### src/hw/rtl/skyp_pkg.sv
`default_nettype none
// ----------------------------------------------------------------------------
// skyp_pkg
// Types and constants shared by the skyline packer cells and the top level.
// ----------------------------------------------------------------------------
package skyp_pkg;

	localparam int unsigned VW = 13;

	localparam logic [VW-1:0] RESET_DIM = 13'd1024;

	localparam logic FUNC_ALLOC = 1'b0;
	localparam logic FUNC_CLEAR = 1'b1;

	localparam logic CFG_ATLAS_W = 1'b0;
	localparam logic CFG_ATLAS_H = 1'b1;

	localparam logic [1:0] ST_PLACED  = 2'd0;
	localparam logic [1:0] ST_NOSPACE = 2'd1;
	localparam logic [1:0] ST_FULL    = 2'd2;
	localparam logic [1:0] ST_CLEARED = 2'd3;

	typedef struct packed {
		logic          func;
		logic [VW-1:0] req_width;
		logic [VW-1:0] req_height;
	} in_word_t;

	typedef struct packed {
		logic [1:0]  status;
		logic [11:0] offset_x;
		logic [11:0] offset_y;
	} out_word_t;

	typedef struct packed {
		logic          v;
		logic [VW-1:0] x;
		logic [VW-1:0] top;
		logic [VW-1:0] w;
	} seg_t;

	typedef struct packed {
		logic          run;
		logic          ok;
		logic [VW-1:0] y;
		logic [VW:0]   cov;
		logic [VW-1:0] x;
		logic [VW-1:0] sw;
	} cand_t;

	typedef enum logic [3:0] {
		CMD_IDLE,
		CMD_CLEAR,
		CMD_LOAD,
		CMD_EVAL,
		CMD_SCAN,
		CMD_INSERT,
		CMD_TRIM,
		CMD_COMPACT,
		CMD_ABSORB
	} cell_cmd_t;

	typedef struct packed {
		cell_cmd_t     cmd;
		logic [VW-1:0] req_w;
		logic [VW-1:0] req_h;
		logic [VW-1:0] atlas_w;
		logic [VW-1:0] atlas_h;
		seg_t          new_seg;
		logic [VW:0]   trim_end;
	} cell_ctl_t;

endpackage
`default_nettype wire

### src/hw/rtl/skyp_cell.sv
`default_nettype none
// ----------------------------------------------------------------------------
// skyp_cell
// One skyline segment slot with its shadow copy and its fit candidate.
// ----------------------------------------------------------------------------
module skyp_cell #(
	parameter int unsigned IW  = 6,
	parameter int unsigned IDX = 0
) (
	input  wire                          clk,
	input  wire                          arst_n,
	input  wire skyp_pkg::cell_ctl_t     ctl,
	input  wire [IW-1:0]                 best,
	input  wire skyp_pkg::seg_t          left_seg,
	input  wire                          left_del,
	input  wire                          left_absorb,
	input  wire skyp_pkg::seg_t          right_seg,
	input  wire skyp_pkg::seg_t          right_sh,
	input  wire skyp_pkg::cand_t         right_cand,
	input  wire                          right_del,
	output skyp_pkg::seg_t               seg,
	output skyp_pkg::seg_t               sh,
	output skyp_pkg::cand_t              cand,
	output logic                         del,
	output logic                         absorb,
	output logic                         eq_r
);

	localparam int unsigned VW = skyp_pkg::VW;

	skyp_pkg::seg_t  seg_q, sh_q;
	skyp_pkg::cand_t cand_q;
	logic            del_q;

	logic          after_best, at_best, eq_l;
	logic [VW-1:0] ny;
	logic [VW:0]   ny_top, ncov, seg_end, start_end;

	assign at_best    = (best == IW'(IDX));
	assign after_best = (IW'(IDX) > best);
	assign eq_l  = left_seg.v && seg_q.v && (left_seg.top == seg_q.top);
	assign eq_r  = right_seg.v && seg_q.v && (right_seg.top == seg_q.top);
	assign absorb = eq_r && !eq_l;

	always_comb begin
		ny        = (sh_q.top > cand_q.y) ? sh_q.top : cand_q.y;
		ny_top    = {1'b0, ny} + {1'b0, ctl.req_h};
		ncov      = cand_q.cov + {1'b0, sh_q.w};
		seg_end   = {1'b0, seg_q.x} + {1'b0, seg_q.w};
		start_end = {1'b0, seg_q.x} + {1'b0, ctl.req_w};
	end

	always_ff @(posedge clk or negedge arst_n) begin
		if (!arst_n) begin
			seg_q  <= '{v: 1'(IDX == 0), x: '0, top: '0,
				w: (IDX == 0) ? skyp_pkg::RESET_DIM : '0};
			sh_q   <= '0;
			cand_q <= '0;
			del_q  <= 1'b0;
		end else begin
			unique case (ctl.cmd)
				skyp_pkg::CMD_CLEAR: begin
					seg_q <= '{v: 1'(IDX == 0), x: '0, top: '0, w: ctl.atlas_w};
					del_q <= 1'b0;
				end
				skyp_pkg::CMD_LOAD: begin
					sh_q   <= seg_q;
					cand_q <= '{run: seg_q.v && (start_end <= {1'b0, ctl.atlas_w}),
						ok: 1'b0, y: '0, cov: '0, x: seg_q.x, sw: seg_q.w};
				end
				skyp_pkg::CMD_EVAL: begin
					// shadow line moves one slot down, so step k sees segment idx+k
					sh_q <= right_sh;
					if (cand_q.run) begin
						if (!sh_q.v || (ny_top > {1'b0, ctl.atlas_h})) begin
							cand_q.run <= 1'b0;
						end else begin
							cand_q.y   <= ny;
							cand_q.cov <= ncov;
							if (ncov >= {1'b0, ctl.req_w}) begin
								cand_q.run <= 1'b0;
								cand_q.ok  <= 1'b1;
							end
						end
					end
				end
				skyp_pkg::CMD_SCAN: begin
					cand_q <= right_cand;
				end
				skyp_pkg::CMD_INSERT: begin
					if (at_best) begin
						seg_q <= ctl.new_seg;
					end else if (after_best) begin
						seg_q <= left_seg;
					end
				end
				skyp_pkg::CMD_TRIM: begin
					if (after_best && seg_q.v && ({1'b0, seg_q.x} < ctl.trim_end)) begin
						if (seg_end <= ctl.trim_end) begin
							del_q <= 1'b1;
						end else begin
							seg_q.x <= ctl.trim_end[VW-1:0];
							seg_q.w <= VW'(seg_end - ctl.trim_end);
						end
					end
				end
				skyp_pkg::CMD_COMPACT: begin
					// holes bubble towards the end and vanish there
					if (del_q && !right_del) begin
						if (right_seg.v) begin
							seg_q <= right_seg;
						end else begin
							seg_q.v <= 1'b0;
						end
						del_q <= 1'b0;
					end else if (left_del && !del_q && seg_q.v) begin
						del_q <= 1'b1;
					end
				end
				skyp_pkg::CMD_ABSORB: begin
					if (absorb) begin
						seg_q.w <= seg_q.w + right_seg.w;
					end else if (left_absorb) begin
						del_q <= 1'b1;
					end
				end
				default: begin
				end
			endcase
		end
	end

	assign seg  = seg_q;
	assign sh   = sh_q;
	assign cand = cand_q;
	assign del  = del_q;

endmodule
`default_nettype wire

### config.mk
export PLATFORM = sky130hd
export DESIGN_NAME = skyp_cell
export DESIGN_NICKNAME = d
export VERILOG_FILES = /design/src/hw/rtl/skyp_pkg.sv /design/src/hw/rtl/skyp_cell.sv
export SDC_FILE = /design/constraint.sdc
export NUM_CORES = 1
export LEC_CHECK = 0
export BUFFER_PORTS_ARGS = -buffer_cell sky130_fd_sc_hd__buf_4
export CORE_AREA = 2 2 170 172
export CTS_CLUSTER_SIZE = 14
export DETAILED_ROUTE_END_ITERATION = 8
export DIE_AREA = 0 0 172 174
export PLACE_DENSITY = 0.78
export SLEW_MARGIN = 5
export SYNTH_ARGS = -nofsm -noshare
export SYNTH_HDL_FRONTEND = slang
export SYNTH_SLANG_ARGS = --single-unit
### constraint.sdc
create_clock -name clk -period 6.7 [get_ports clk]
set_input_delay 1.675 -clock clk [delete_from_list [all_inputs] [get_ports clk]]
set_output_delay 1.675 -clock clk [all_outputs]
set_load 0.01 [all_outputs]
==> summary.md <==
| Metric | Value |
|---|---|
| Routability Congestion | `between 0.9 and 1` |
| GR Layer Usage met2 | `a little under half` |
| I/O pin cnt | `roughly 430` |
| Worst relative slew slack | `a little under a quarter` |
| Setup TNS | `0 ns` |
| Clock skew | `about 0.011 ns` |
| Cts bufs inserted | `17` |
| # Max-Cap Violations | `0` |
| Slew Limit Fails | `0` |
| First-iteration detailed-routing DRC count | `1061` |
| H-tree Lvls | `4` |
| Final hold vios | `0` |
| Mapped cell area | `roughly 12000 um^2` |
| Global Route met1 Usage | `between 40% and 50%` |
| Crit end category | `register` |
| Synthesized net count | `~1800` |
| HP Class | `reg -> reg` |
| Worst-skew pair later-pin latency | `~0.44 ns` |
| Num Clock Sinks | `136` |
| Cell row count | `62` |
| Synthesis-stage register bit count | `136` |
| CTS Root Cell | `clkbuf_16` |
| Peak VDD IR | `0.123 mV` |
| Type of the worst setup path | `reg -> reg` |
| Layout Cells excl Fill | `between 2000 and 2500` |
| Initial antenna violation count | `2` |
| Die area | `approximately 30000 um^2` |
| DP HPWL | `between 30000 and 40000 um` |
| Postcts setup bufs | `0` |
| DRC | `0` |
| GRT overflow | `0` |
| GR peak layer | `met2` |
| Final worst path period share | `roughly 90%` |
| Final setup violation count | `0` |
| Largest net degree at the start of global routing | `85` |
| Post-synth EDFFs | `0` |
| Gate Count Post-Synth | `1362` |
| Core area | `28200 um^2` |
| CP Data Required Time | `around 7 ns` |
| Maximum clock insertion buffer count | `2` |
| PnR Total Power | `approximately 4.5 mW` |
| Commonest cells after routing, fill and taps aside | `445 x buf_4, 134 x dfrtp_1, 130 x nand2_1, 127 x nor2_1, 123 x ha_1` |
| First-pass GRT wire length | `between 60000 and 70000 um` |
| Area growth syn-to-layout | `35.8%` |
| Post-CTS Resized | `0` |
| Max FO, Critical Path | `30` |
| Global-route usage over all layers | `just under 30%` |
| Share of layout cells above drive strength 1 | `about 28%` |
| Die Span X | `about 170 um` |
| Netlist cell types | `between 80 and 90` |
| Vias in the first global route | `around 12000` |
| DR WL/cell | `20.5 um` |
| Leakage | `8.00 nW` |
| Vias/cell | `around 5.6` |
| Post-CTS Hold Buffers | `0` |
| Power Dens Cells | `about 280 nW/um^2` |
| Final ANT Viol Nets | `0` |
| RSZ-0062 raised after global routing | `false` |
| Starting Density | `about two fifths` |
| CP Launch Type | `register` |
| Sequential share of the synthesized area | `29.0%` |
| Commonest non-fill, non-tap cell in the layout | `buf_4` |
| Mean post-synth cell area | `8.61 um^2` |
| Final net count | `2188` |
| Met3 GRT Util | `3.57%` |
| Status | `finished, final reports clean` |
| Ys Warns | `0` |
| WL final | `between 40000 and 50000 um` |
| Clock transition at path regs | `0.06 ns` |
| DP Cell Count | `about 2100` |
| Worst-Margin Slew | `between 1 and 1.5 ns` |
| Die Y | `~170 um` |
| Predominant post-synthesis flop cell | `dfrtp_1` |
| Max Fclk | `167 MHz` |
| Arrival @ worst endpoint | `6.31 ns` |
| Final core utilization | `a little under three fifths` |
| CTS tree | `built` |
| Vias | `between 10000 and 15000` |
| DR pass1 iterations | `6` |
| Min Tclk post-route | `around 6.0 ns` |
| IO buf count | `432` |
| Asr flop ratio synth | `100%` |
[critical path: stages, from the launching register on]
cell and delay (ns):
dfrtp_1 0.44, ha_1 0.36, a211oi_1 0.08, o21ai_1 0.15, o211ai_1 0.11, a31o_2 0.30
a21oi_4 0.57, a21oi_1 0.22, fa_1 0.47, nor2b_1 0.15, o21ai_2 0.07, a21boi_1 0.17
o21ai_2 0.08, a21oi_2 0.22, nor3_1 0.08, or4_1 0.52, ha_1 0.34, nand3_1 0.09
nor4_1 0.26, o21bai_1 0.12, o21ai_2 0.13, o221ai_4 0.28, buf_4 0.31, o21ai_0 0.22
o21ai_0 0.12
[sequential cells by signal (all words and copies together), names as in the netlist]
name,count
del,1
sh,40
seg,40
cand,55
[final cells by class]
type | instances | area [um^2]
fillers | 2629 | 12300
multi-input cells | 1077 | 7730
flip-flops and latches | 136 | 3410
repair buffers | 446 | 3350
well taps | 384 | 480
clock buffers | 19 | 443
inverters | 85 | 319
clock inverters | 13 | 191
diodes | 2 | 5.00
[final timing paths]
path | start | endpoint | slack (ns) | cells after the start
worst max-delay path | sh[17] | cand[39] | 0.70 | 24
worst min-delay path | cand[2] | cand[2] | 0.49 | 2
worst max register to register | sh[17] | cand[39] | 0.70 | 24
worst min register to register | cand[2] | cand[2] | 0.49 | 2
max in group asynchronous | arst_n | sh[14] | 4.03 | 2
min in group asynchronous | arst_n | cand[0] | 1.22 | 1
[report_power, final]
group	switching [mW]	leakage (nW)	internal [mW]
combinational	1.20	6.00	1.04
sequential	0.232	1.70	0.973
clock	0.408	0.301	0.637
[cell families after synthesis]
kind of cell / share of synthesized area [%]
muxes: 8.29
DFF: 29.0
AOI/OAI and AO/OA: 22.9
xor gates and xnor gates: 5.60
and+or+nand+nor: 14.7
adders and majority gates: 14.1
buffers and inverters: 5.28
[metrics by stage]
step	hold slack, ns	setup WS, ns	area [um^2]
after global routing	0.519	0.251	15900
after CTS	0.486	0.747	15900
after floorplan	0.513	1.77	11700
after detailed placement	0.470	0.766	15300
final	0.486	0.698	15900
after global placement	0.461	0.837	15300
[cells in the mapped netlist, types with 3 or more instances]
| cell | number | share of area (%) |
|---|---|---|
| fa_1 | 6 | 1.0 |
| a222oi_1 | 3 | 0.26 |
| nor2b_1 | 8 | 0.43 |
| o21bai_1 | 7 | 0.45 |
| inv_1 | 85 | 2.7 |
| nand4_1 | 11 | 0.59 |
| buf_4 | 5 | 0.32 |
| a2111oi_0 | 3 | 0.22 |
| nand3_1 | 14 | 0.60 |
| ha_1 | 123 | 13 |
| and4_1 | 5 | 0.37 |
| and3_1 | 8 | 0.43 |
| nor3_1 | 20 | 0.85 |
| a211oi_1 | 12 | 0.77 |
| a32oi_1 | 13 | 0.97 |
| o21a_1 | 14 | 0.90 |
| mux2i_1 | 96 | 8.2 |
| nand2b_1 | 6 | 0.32 |
| o2111ai_1 | 3 | 0.22 |
| a221oi_1 | 15 | 1.1 |
| xnor2_1 | 41 | 3.1 |
| o2bb2ai_1 | 12 | 0.90 |
| o31ai_1 | 27 | 1.7 |
| xor2_1 | 34 | 2.5 |
| nand3b_1 | 3 | 0.19 |
| buf_2 | 21 | 0.90 |
| o21ai_2 | 3 | 0.22 |
| or2_2 | 5 | 0.27 |
| clkbuf_1 | 34 | 1.1 |
| nor2_1 | 127 | 4.1 |
| nand2_1 | 131 | 4.2 |
| a21o_1 | 19 | 1.2 |
| o211ai_1 | 8 | 0.51 |
| o21ai_0 | 75 | 3.2 |
| dfrtp_1 | 134 | 29 |
| nor4_1 | 13 | 0.69 |
| o21ai_1 | 11 | 0.47 |
| and2_1 | 4 | 0.21 |
| a22oi_1 | 33 | 2.1 |
| a221o_1 | 3 | 0.26 |
| a21oi_1 | 100 | 4.3 |
| a31oi_1 | 12 | 0.64 |
[per-layer routing]
layer,wire length (um),vias to the layer above
met1,19600,5832
li1,-,5797
met4,1140,0
met3,2520,72
met5,0,-
met2,21100,501
Note: power is estimated with default switching activity, not from simulation.
